$ cat config.mk
export PLATFORM = sky130hd
export DESIGN_NAME = min_max_level_quantizer
export DESIGN_NICKNAME = d
export VERILOG_FILES = /design/src/hdl/mmlq_pkg.sv /design/src/hdl/mmlq_ram.sv /design/src/hdl/mmlq_datapath.sv /design/src/hdl/mmlq_ctrl.sv /design/src/hdl/min_max_level_quantizer.sv
export SDC_FILE = /design/constraint.sdc
export NUM_CORES = 2
export LEC_CHECK = 0
export ABC_AREA = 1
export BUFFER_PORTS_ARGS = -buffer_cell sky130_fd_sc_hd__buf_2
export CAP_MARGIN = 20
export CORE_UTILIZATION = 25
export DETAILED_ROUTE_END_ITERATION = 12
export PLACE_DENSITY = 0.49
export SYNTH_ARGS = -nofsm -noshare
export SYNTH_HDL_FRONTEND = slang
export SYNTH_SLANG_ARGS = --single-unit
$ cat constraint.sdc
create_clock -name clk_i -period 7 [get_ports clk_i]
set_input_delay 0.35 -clock clk_i [delete_from_list [all_inputs] [get_ports clk_i]]
set_output_delay 0.35 -clock clk_i [all_outputs]
set_load 0.005 [all_outputs]
$ cat src/hdl/mmlq_pkg.sv
// Shared types and constants of the min/max level quantizer.
// No dependencies.
`default_nettype none
package mmlq_pkg;

  localparam int unsigned LEVEL_BITS   = 9;
  localparam int unsigned CODE_BITS    = 8;
  localparam int unsigned QUO_BITS     = 9;
  localparam int unsigned STEP_BITS    = $clog2(QUO_BITS);
  localparam int unsigned MAX_LEVELS   = 256;
  localparam logic [LEVEL_BITS-1:0] LEVELS_RESET = LEVEL_BITS'(3);

  typedef enum logic [6:0] {
    S_LOAD = 7'b0000001,
    S_READ = 7'b0000010,
    S_OFF  = 7'b0000100,
    S_MUL  = 7'b0001000,
    S_DIV  = 7'b0010000,
    S_FMT  = 7'b0100000,
    S_OUT  = 7'b1000000
  } state_e;

  typedef struct packed {
    logic store;
    logic off;
    logic mul;
    logic step;
    logic fmt;
    logic next;
    logic clear;
  } cmd_t;

  typedef struct packed {
    logic div_done;
    logic last;
  } status_t;

endpackage
`default_nettype wire

$ cat src/hdl/mmlq_ram.sv
// Generic single-write, single-read RAM with registered read data.
// No dependencies.
`default_nettype none
module mmlq_ram #(
  parameter int unsigned WIDTH = 16,
  parameter int unsigned DEPTH = 64
) (
  input  wire logic                     clk_i,
  input  wire logic                     we_i,
  input  wire logic [$clog2(DEPTH)-1:0] waddr_i,
  input  wire logic [WIDTH-1:0]         wdata_i,
  input  wire logic [$clog2(DEPTH)-1:0] raddr_i,
  output logic      [WIDTH-1:0]         rdata_o
);

  logic [WIDTH-1:0] mem_q [DEPTH];

  always_ff @(posedge clk_i) begin
    if (we_i) begin
      mem_q[waddr_i] <= wdata_i;
    end
    rdata_o <= mem_q[raddr_i];
  end

endmodule
`default_nettype wire

$ cat src/hdl/mmlq_datapath.sv
// Datapath: sample buffer, running min/max, offset multiply, restoring divider, code register.
// Depends on mmlq_pkg and mmlq_ram.
`default_nettype none
module mmlq_datapath #(
  parameter int unsigned MAX_SAMPLES = 64,
  parameter int unsigned SAMPLE_BITS = 16
) (
  input  wire logic                              clk_i,
  input  wire logic                              rst_ni,
  input  wire logic                              cfg_we_i,
  input  wire logic [mmlq_pkg::LEVEL_BITS-1:0]   cfg_wdata_i,
  input  wire logic [SAMPLE_BITS-1:0]            sample_i,
  input  wire mmlq_pkg::cmd_t                    cmd_i,
  output mmlq_pkg::status_t                      sts_o,
  output logic      [mmlq_pkg::CODE_BITS-1:0]    level_code_o,
  output logic                                   last_code_o
);

  localparam int unsigned AW = $clog2(MAX_SAMPLES);
  localparam int unsigned CW = $clog2(MAX_SAMPLES + 1);
  localparam int unsigned LB = mmlq_pkg::LEVEL_BITS;
  localparam int unsigned QB = mmlq_pkg::QUO_BITS;
  localparam int unsigned PB = SAMPLE_BITS + QB;

  logic [LB-1:0]                    nlev_q;
  logic [CW-1:0]                    count_q, count_d;
  logic [AW-1:0]                    idx_q;
  logic signed [SAMPLE_BITS-1:0]    min_q, max_q, smp;
  logic [SAMPLE_BITS-1:0]           rdata;
  logic [SAMPLE_BITS-1:0]           off_q, span_q, rem_q;
  logic [QB-1:0]                    quo_q;
  logic [mmlq_pkg::STEP_BITS-1:0]   step_q;
  logic [mmlq_pkg::CODE_BITS-1:0]   code_q;
  logic                             last_q;
  logic [LB-1:0]                    lev;
  logic                             room, we, last;
  logic [SAMPLE_BITS:0]             off_w, span_w, trial, diff;
  logic                             ge;
  logic [PB-1:0]                    prod;
  logic [LB-1:0]                    code_w;

  assign smp  = sample_i;
  assign room = count_q < CW'(MAX_SAMPLES);
  assign we   = cmd_i.store && room;
  assign last = (CW'(idx_q) + CW'(1)) == count_q;

  // zero levels act as one, anything above the alphabet size saturates
  always_comb begin
    if (nlev_q == '0) begin
      lev = LB'(1);
    end else if (nlev_q > LB'(mmlq_pkg::MAX_LEVELS)) begin
      lev = LB'(mmlq_pkg::MAX_LEVELS);
    end else begin
      lev = nlev_q;
    end
  end

  mmlq_ram #(
    .WIDTH(SAMPLE_BITS),
    .DEPTH(MAX_SAMPLES)
  ) u_store (
    .clk_i  (clk_i),
    .we_i   (we),
    .waddr_i(count_q[AW-1:0]),
    .wdata_i(sample_i),
    .raddr_i(idx_q),
    .rdata_o(rdata)
  );

  always_comb begin
    count_d = count_q;
    if (cmd_i.clear) begin
      count_d = '0;
    end else if (we) begin
      count_d = count_q + CW'(1);
    end
  end

  always_ff @(posedge clk_i or negedge rst_ni) begin
    if (!rst_ni) begin
      nlev_q  <= mmlq_pkg::LEVELS_RESET;
      count_q <= '0;
      idx_q   <= '0;
      min_q   <= '0;
      max_q   <= '0;
    end else begin
      if (cfg_we_i) begin
        nlev_q <= cfg_wdata_i;
      end
      count_q <= count_d;
      if (cmd_i.clear) begin
        idx_q <= '0;
      end else if (cmd_i.next) begin
        idx_q <= idx_q + AW'(1);
      end
      if (we) begin
        if (count_q == '0) begin
          min_q <= smp;
          max_q <= smp;
        end else if (smp < min_q) begin
          min_q <= smp;
        end else if (smp > max_q) begin
          max_q <= smp;
        end
      end
    end
  end

  // offsets are never negative and fit the sample width unsigned
  assign off_w  = {rdata[SAMPLE_BITS-1], rdata} - {min_q[SAMPLE_BITS-1], min_q};
  assign span_w = {max_q[SAMPLE_BITS-1], max_q} - {min_q[SAMPLE_BITS-1], min_q};
  assign prod   = PB'(off_q) * PB'(lev);

  // one restoring step: shift in next numerator bit, subtract span if it fits
  assign trial = {rem_q, quo_q[QB-1]};
  assign ge    = trial >= {1'b0, span_q};
  assign diff  = trial - {1'b0, span_q};

  always_comb begin
    if (span_q == '0) begin
      code_w = '0;
    end else if (quo_q > (lev - LB'(1))) begin
      code_w = lev - LB'(1);
    end else begin
      code_w = quo_q;
    end
  end

  always_ff @(posedge clk_i or negedge rst_ni) begin
    if (!rst_ni) begin
      step_q <= '0;
    end else if (cmd_i.mul) begin
      step_q <= '0;
    end else if (cmd_i.step) begin
      step_q <= step_q + mmlq_pkg::STEP_BITS'(1);
    end
  end

  always_ff @(posedge clk_i) begin
    if (cmd_i.off) begin
      off_q  <= off_w[SAMPLE_BITS-1:0];
      span_q <= span_w[SAMPLE_BITS-1:0];
    end
    if (cmd_i.mul) begin
      // product < span * 2^QB, so the high part already sits below the divisor
      {rem_q, quo_q} <= prod;
    end else if (cmd_i.step) begin
      rem_q <= ge ? diff[SAMPLE_BITS-1:0] : trial[SAMPLE_BITS-1:0];
      quo_q <= {quo_q[QB-2:0], ge};
    end
    if (cmd_i.fmt) begin
      code_q <= code_w[mmlq_pkg::CODE_BITS-1:0];
      last_q <= last;
    end
  end

  assign sts_o.div_done = step_q == mmlq_pkg::STEP_BITS'(QB - 1);
  assign sts_o.last     = last_q;
  assign level_code_o   = code_q;
  assign last_code_o    = last_q;

endmodule
`default_nettype wire

$ cat src/hdl/mmlq_ctrl.sv
// Controller FSM: load phase, then read/offset/multiply/divide/format/output per code.
// Depends on mmlq_pkg.
`default_nettype none
module mmlq_ctrl (
  input  wire logic               clk_i,
  input  wire logic               rst_ni,
  input  wire logic               in_valid_i,
  input  wire logic               end_i,
  input  wire logic               out_stall_i,
  input  wire mmlq_pkg::status_t  sts_i,
  output mmlq_pkg::cmd_t          cmd_o,
  output logic                    in_stall_o,
  output logic                    out_valid_o
);

  mmlq_pkg::state_e state_q, state_d;
  logic             in_fire;

  assign in_stall_o  = state_q != mmlq_pkg::S_LOAD;
  assign out_valid_o = state_q == mmlq_pkg::S_OUT;
  assign in_fire     = in_valid_i && !in_stall_o;

  always_comb begin
    state_d = state_q;
    cmd_o   = '0;
    unique case (state_q)
      mmlq_pkg::S_LOAD: begin
        if (in_fire) begin
          cmd_o.store = 1'b1;
          if (end_i) begin
            state_d = mmlq_pkg::S_READ;
          end
        end
      end
      mmlq_pkg::S_READ: begin
        state_d = mmlq_pkg::S_OFF;
      end
      mmlq_pkg::S_OFF: begin
        cmd_o.off = 1'b1;
        state_d   = mmlq_pkg::S_MUL;
      end
      mmlq_pkg::S_MUL: begin
        cmd_o.mul = 1'b1;
        state_d   = mmlq_pkg::S_DIV;
      end
      mmlq_pkg::S_DIV: begin
        cmd_o.step = 1'b1;
        if (sts_i.div_done) begin
          state_d = mmlq_pkg::S_FMT;
        end
      end
      mmlq_pkg::S_FMT: begin
        cmd_o.fmt = 1'b1;
        state_d   = mmlq_pkg::S_OUT;
      end
      mmlq_pkg::S_OUT: begin
        if (!out_stall_i) begin
          if (sts_i.last) begin
            cmd_o.clear = 1'b1;
            state_d     = mmlq_pkg::S_LOAD;
          end else begin
            cmd_o.next = 1'b1;
            state_d    = mmlq_pkg::S_READ;
          end
        end
      end
      default: begin
        state_d = mmlq_pkg::S_LOAD;
      end
    endcase
  end

  always_ff @(posedge clk_i or negedge rst_ni) begin
    if (!rst_ni) begin
      state_q <= mmlq_pkg::S_LOAD;
    end else begin
      state_q <= state_d;
    end
  end

`ifndef SYNTH
  a_end_starts_emit: assert property (@(posedge clk_i) disable iff (!rst_ni)
    (in_fire && end_i) |=> (state_q == mmlq_pkg::S_READ))
    else $error("end of series did not start code emission");
  a_stall_holds_out: assert property (@(posedge clk_i) disable iff (!rst_ni)
    (out_valid_o && out_stall_i) |=> (out_valid_o && $stable(sts_i.last)))
    else $error("stalled code was dropped or changed");
  a_div_to_fmt: assert property (@(posedge clk_i) disable iff (!rst_ni)
    (state_q == mmlq_pkg::S_DIV && sts_i.div_done) |=> (state_q == mmlq_pkg::S_FMT))
    else $error("divider finish not followed by format");
`endif

endmodule
`default_nettype wire

$ cat src/hdl/min_max_level_quantizer.sv
// Min/max level quantizer: samples are taken one per cycle while loading (no results).
// After the end-of-series sample, codes are emitted one by one, each through RAM read,
// offset, multiply, 9-step restoring divide, format and output; a stalled output holds its
// code. No input is taken while codes are emitted.
// Reset (async, active low) empties the series, zeroes min/max and sets n_levels to 3;
// the sample buffer itself is not cleared, only entries of the current series are read.
// Depends on mmlq_pkg, mmlq_ctrl, mmlq_datapath and mmlq_ram.
`default_nettype none
module min_max_level_quantizer #(
  parameter int unsigned MAX_SAMPLES = 64,
  parameter int unsigned SAMPLE_BITS = 16
) (
  input  wire logic                            clk_i,
  input  wire logic                            rst_ni,
  // register write: n_levels
  input  wire logic                            cfg_we_i,
  input  wire logic [mmlq_pkg::LEVEL_BITS-1:0] cfg_wdata_i,
  // input items
  input  wire logic                            in_valid_i,
  output logic                                 in_stall_o,
  input  wire logic [SAMPLE_BITS-1:0]          sample_i,
  input  wire logic                            end_of_series_i,
  // result items
  output logic                                 out_valid_o,
  input  wire logic                            out_stall_i,
  output logic      [mmlq_pkg::CODE_BITS-1:0]  level_code_o,
  output logic                                 last_code_o
);

  mmlq_pkg::cmd_t    cmd;
  mmlq_pkg::status_t sts;

  // sequencing: load phase accepts items, emit phase walks the buffer in order
  mmlq_ctrl u_ctrl (
    .clk_i      (clk_i),
    .rst_ni     (rst_ni),
    .in_valid_i (in_valid_i),
    .end_i      (end_of_series_i),
    .out_stall_i(out_stall_i),
    .sts_i      (sts),
    .cmd_o      (cmd),
    .in_stall_o (in_stall_o),
    .out_valid_o(out_valid_o)
  );

  // storage, running min/max and the per-code arithmetic
  mmlq_datapath #(
    .MAX_SAMPLES(MAX_SAMPLES),
    .SAMPLE_BITS(SAMPLE_BITS)
  ) u_dp (
    .clk_i       (clk_i),
    .rst_ni      (rst_ni),
    .cfg_we_i    (cfg_we_i),
    .cfg_wdata_i (cfg_wdata_i),
    .sample_i    (sample_i),
    .cmd_i       (cmd),
    .sts_o       (sts),
    .level_code_o(level_code_o),
    .last_code_o (last_code_o)
  );

endmodule
`default_nettype wire
Yosys cells after proc, flatten, opt, wreduce, memory -nomap -nowiden. Memory sizes are Yosys's and may differ from the RTL's. A register that Yosys moved wholly into a read port is not among the register bits. Index checks and enable logic that the tools add are counted.

Memory bits (writable): 1024. Memories kept: 1. Bits of input ports: 31. Output and inout port bits: 11. Logic and storage cells: 95. Register bits after elaboration: 131.

Mux-type cells: 37. Multiply operators: 1. Reduce and logical (&&, ||, !) cells: 14. Equality and inequality tests: 15. Add/subtract/negate cells: 8. $lt $le $gt $ge: 6.

Memory list: u_dp.u_store.mem_q (depth 64, bits a word 16, rd ports 1, clocked after memory_dff 1, write ports 1, RTL line mmlq_ram.sv:16) `logic [WIDTH-1:0] mem_q [DEPTH];`.

Operator list (number): 16-bit two-way mux (8); 7-bit one-hot mux with 7 select lines (1); 16-bit subtractor (3); 7-bit two-way mux (6); 9-bit two-way mux (4); 16-bit by 9-bit multiplier with 25-bit output (1); 17-bit by 16-bit >= comparator with 1-bit output (1); 16-bit > comparator (1); 16-bit zero test (1); 16-bit less-than comparator (1); 6-bit two-way mux (2); 1-bit two-way mux (10); 2-bit nonzero test (5); 9-bit > comparator (1); 9-bit > comparator (second input constant) (1); 9-bit zero test (1); 9-bit by 1-bit subtractor with 9-bit output (second input constant) (1); 4-bit two-way mux (2); 8-bit two-way mux (1); 6-bit by 1-bit adder with 7-bit output (second input constant) (1); 7-bit by 1-bit adder with 7-bit output (second input constant) (1); 7-bit by 1-bit equality test with 1-bit output (second input constant) (1); 7-bit by 2-bit equality test with 1-bit output (second input constant) (1); 7-bit by 3-bit equality test with 1-bit output (second input constant) (1); 19 further kinds (25).

Longest topological paths before layout.
Depth in word-level cells: 8. Mapped depth: 29. Mapped depth without buffers: 28.

Hierarchy. A second synthesis with hierarchy kept.

Cells, all modules: 5258. Area, all modules: 55779.7 um2.

Modules (own cells, without submodules): mmlq_ram (area an instance 42099.1 um2, cells an instance 3517, sequential area each 31069.8 um2, instances 1); mmlq_datapath (area an instance 13180.1 um2, cells an instance 1666, sequential area each 3435.8 um2, instances 1); mmlq_ctrl (area an instance 500.5 um2, cells an instance 75, sequential area each 176.4 um2, instances 1).

Worst setup path before layout. OpenSTA, ideal clock, no wires.

Kind: register to register. From: register u_dp.nlev_q[7]. To: register u_dp.rem_q[9] (data pin). Period minus slack after synthesis: 4.952 ns. Library setup time: 0.259 ns. Buffers on the path: 1. Path slack: 2.048 ns. Arrival: 4.694 ns. Data required time: 6.741 ns. Cell stages (with the launch flop): 27. Cell sequence: dfrtp_1 -> nor2_1 -> nand3_1 -> o21ai_0 -> nand2_1 -> inv_1 -> buf_2 -> nand2_1 -> fa_1 -> inv_1 -> fa_1 -> inv_1 -> fa_1 -> fa_1 -> inv_1 -> ha_1 -> nand3_1 -> nand2_1 -> inv_1 -> o21ai_0 -> nand2_1 -> nand2_1 -> nand2_1 -> nand2_1 -> a21oi_1 -> o21ai_0 -> nand2_1.

Cells in the longest elaborated chain, start to end: 5. Elaborated cells between the ends (all ways): 6. Classes of those cells: mul: 1; order compare: 1; mux: 3; reduce/logical: 1.

Ends and longest elaborated chain: start, declared (RTL line mmlq_datapath.sv:25) `logic [LB-1:0] nlev_q;`; start signal, assigned (RTL line mmlq_datapath.sv:81) `nlev_q <= mmlq_pkg::LEVELS_RESET;`; start signal, assigned (RTL line mmlq_datapath.sv:88) `nlev_q <= cfg_wdata_i;`; 9-bit > comparator (RTL line mmlq_datapath.sv:51) `end else if (nlev_q > LB'(mmlq_pkg::MAX_LEVELS)) begin`; 9-bit two-way mux (RTL line mmlq_datapath.sv:51); 9-bit two-way mux * (RTL line mmlq_datapath.sv:49) `if (nlev_q == '0) begin`; 16-bit by 9-bit multiplier with 25-bit output * (RTL line mmlq_datapath.sv:112) `assign prod = PB'(off_q) * PB'(lev);`; 16-bit two-way mux * (RTL line mmlq_datapath.sv:144) `if (cmd_i.mul) begin`; end signal, assigned (RTL line mmlq_datapath.sv:146) `{rem_q, quo_q} <= prod;`; end signal, assigned (RTL line mmlq_datapath.sv:148) `rem_q <= ge ? diff[SAMPLE_BITS-1:0] : trial[SAMPLE_BITS-1:0];`; end, declared (RTL line mmlq_datapath.sv:30) `logic [SAMPLE_BITS-1:0] off_q, span_q, rem_q;`.

Mark *: on every way between the ends. The rest lies on a longest branch, timed or not. A chain may end at the register's enable or synchronous reset.

Final worst setup path.
From: register u_dp.nlev_q[8]. To: register u_dp.rem_q[9] (data pin).

Same word-level chain as after synthesis.

==> reports/metrics.cfg <==
[setup_path]
critPathLaunchType = flop
path_delay_family = adder cells
crit_fanout = 21
critical_path.max_stage_delay_ps = 670
path_buf_inv = 6
critPathKind = reg -> reg
r2r-start = u_dp.nlev_q[8]
cpMaxStageDelayCell = dfrtp_1
cp-end-kind = flop
cp.arrival_ps = 6400
cp_common_cell = nand2_1
crit_start = u_dp.nlev_q[8]
cp.required_ps = 7450

[global_route]
grt_pass1_wl_um = 238000
grt_remaining_overflow = 0
antenna_found_initial = 5
grt_pass1_vias = 36100
grt_usage_pct = 14.4
grt_max_degree = 197

[pwr]
peakVddDrop_mv = 0.228
power_leakage_uw = 0.0226
totalPowerFinal_uw = 18800
power_density_nw_per_um2 = 303

[cells_and_area]
antennaDiodeCount = 0
finish.net_count = 5170
drive_above_1_share_pct = 7.63
area_delta_synth_final_pct = 14.1
stdcell_count = 7842

[synth]
async_flop_share_pct = 5.55
yosysSeqAreaShare_pct = 63.9
ys.warnings.count = 0
syn_area_per_cell_um2 = 11.2
synthFlopType = edfxtp_1
synth.distinct_cells = 56
syn-cell-area_um2 = 54300
synth-seq-cells = 1171
synth_edf_count = 1090
syn_inst = 4859
syn-num-nets = 5129

[timing]
skew_ps = 90.9
slew_violations = 0
timing.hold.ws_ps = 40.6
setup-violations-final = 0
setup-tns-final_ps = 0
period_share_pct = 85.1
relSlewSlack_pct = 29.7
worst_pin_slew_ps = 1050
layout_min_cycle_time_ps = 5960
rsz0062_at_grt = no
hold_viol = 0
timing.fmax_mhz = 168

[detailed_routing]
vias = 37100
routed_wl_um = 161000
routedWlPerCell_um = 20.5
route.detailed.drc = 0
vias_per_cell = 4.73
drtIter0Drc = 3338
dr.pass1.iters = 5
drtAntennaViolNets = 0

[placed_design]
gp_congestion = 0.829
io_buffers = 41
dp.cells = 7595
hpwl_um = 96300

[floorplanning]
die_area_um2 = 219000
initial_core_util_pct = 25.2
rows = 170
die_w_um = 468
die_h_um = 468
core_um2 = 215000
io_pins = 42

[clocking]
numCtsBuffers = 119
cts-root-buf = clkbuf_16
h-tree-depth = 3
cts_buffer_depth = 3
cts_setup_buffers = 0
ctsResizeCount = 0
cts_tree = built
clk-insertion-delay-late_ps = 780
clkTransAtPathRegs_ps = 60
holdBufCountCts = 21
cts.sinks = 1171

[status]
status = complete, no violations

[worst_hold_path]
holdCritPathClass = in -> reg
hold_start = sample_i[10]

[run]
cap_viol_max_count = 0

==> layer usage <==
| metal | up-vias | routed length, µm | part of all wire [%] | GRT usage, % |
|---|---|---|---|---|
| li1 | 17200 | - | - | - |
| met1 | 18600 | 72500 | 45 | 19.6 |
| met2 | 1029 | 75500 | 47 | 23.8 |
| met3 | 230 | 8470 | 5.3 | 1.86 |
| met4 | 2 | 4480 | 2.8 | 4.35 |
| met5 | - | 13 | 0.0081 | 0 |
==> flip-flops by register name, indices dropped and copies added, names as in the netlist <==
register,flops
u_dp.nlev_q,9
u_dp.span_q,16
u_dp.count_q,7
u_ctrl.state_q,7
u_dp.min_q,16
u_dp.rem_q,16
u_dp.u_store.mem_q,1024
u_dp.idx_q,6
u_dp.max_q,16
u_dp.last_code_o,1
u_dp.off_q,16
u_dp.level_code_o,8
u_dp.quo_q,9
u_dp.step_q,4
u_dp.u_store.rdata_o,16
==> placed cells by master (no fill, tap or decap), types with 13 or more instances in the layout <==
master | Yosys | final
edfxtp_1 | 1090 | 1090
nor2_1 | 780 | 776
o21ai_0 | 645 | 645
nand2_1 | 634 | 634
inv_1 | 324 | 321
o22ai_1 | 260 | 260
a21oi_1 | 160 | 160
ha_1 | 137 | 137
clkbuf_16 | 0 | 121
buf_4 | 28 | 118
nand3_1 | 114 | 114
fa_1 | 102 | 102
o21ai_1 | 69 | 69
dfrtp_1 | 62 | 58
xor2_1 | 42 | 42
nand4_1 | 32 | 32
buf_2 | 51 | 32
clkbuf_1 | 160 | 30
clkinv_2 | 1 | 28
clkinv_1 | 1 | 25
dlygate4sd3_1 | 0 | 21
nor3_1 | 19 | 17
dfxtp_1 | 16 | 16
xnor2_1 | 13 | 13
==> where the power goes <==
part	internal, µW	leakage [µW]	switching (µW)	total [µW]
Sequential	8000	0.0107	203	8200
Clock	3440	0.00187	2820	6260
Combinational	1390	0.00995	2920	4310
Total	12800	0.0226	5940	18800
==> kinds of logic after synthesis <==
family / Yosys count / share of synthesized area (%)
multiplexers: 1 / 0.0207
AND/OR/NAND/NOR: 1617 / 12.0
flip-flops: 1171 / 63.9
XOR/XNOR: 55 / 0.887
AO/OA/AOI/OAI: 1183 / 11.7
buffers and inverters: 593 / 4.51
adder cells (fa/ha/maj): 239 / 6.92
==> metrics by stage <==
stage / area [µm²] / worst slack, ps / utilization [%]
4_1_cts: 61900 / 1050 / 28.8
5_1_grt: 62000 / 570 / 28.8
3_5_place_dp: 57900 / 1060 / 26.9
2_1_floorplan: 54300 / 2050 / -
3_3_place_gp: 57900 / 1080 / 26.9
6_report: 62000 / 1040 / 28.8
==> final timing paths <==
path | cells past startpoint | end | slack (ps)
hold / removal | 1 | u_dp.u_store.mem_q[57][10] | 40
setup reg to reg | 25 | u_dp.rem_q[9] | 1040
setup / recovery | 25 | u_dp.rem_q[9] | 1040
min in group asynchronous | 3 | u_dp.nlev_q[5] | 420
max in group asynchronous | 3 | u_dp.idx_q[1] | 5780
hold reg to reg | 2 | u_dp.min_q[2] | 470
==> synth_stat cells (4+ instances only) <==
| cell | instances | area share, % |
|---|---|---|
| a211oi_1 | 7 | 0.097 |
| a21o_1 | 10 | 0.14 |
| a21oi_1 | 160 | 1.5 |
| buf_1 | 12 | 0.083 |
| buf_2 | 51 | 0.47 |
| buf_4 | 28 | 0.39 |
| buf_6 | 6 | 0.12 |
| clkbuf_1 | 160 | 1.1 |
| clkbuf_2 | 4 | 0.037 |
| dfrtp_1 | 62 | 2.9 |
| dfxtp_1 | 16 | 0.59 |
| edfxtp_1 | 1090 | 60 |
| fa_1 | 102 | 3.8 |
| ha_1 | 137 | 3.2 |
| inv_1 | 324 | 2.2 |
| inv_2 | 6 | 0.041 |
| nand2_1 | 634 | 4.4 |
| nand2_2 | 4 | 0.046 |
| nand3_1 | 114 | 1.1 |
| nand3_2 | 6 | 0.11 |
| nand3b_1 | 8 | 0.11 |
| nand4_1 | 32 | 0.37 |
| nor2_1 | 780 | 5.4 |
| nor3_1 | 19 | 0.18 |
| o211ai_1 | 6 | 0.083 |
| o21a_1 | 7 | 0.097 |
| o21ai_0 | 645 | 5.9 |
| o21ai_1 | 69 | 0.64 |
| o21bai_1 | 7 | 0.097 |
| o22ai_1 | 260 | 3.0 |
| xnor2_1 | 13 | 0.21 |
| xor2_1 | 42 | 0.68 |
==> final cells by class <==
type                       count  area, µm²
clock buffer                 157       3220
clock inverter                68        599
fill                       22400     153000
inverter                     332       1260
multi-input combinational   3095      17200
sequential                  1171      34700
tap                         2838       3550
timing repair buffer         181       1450
Note: power is estimated with default switching activity, not from simulation.
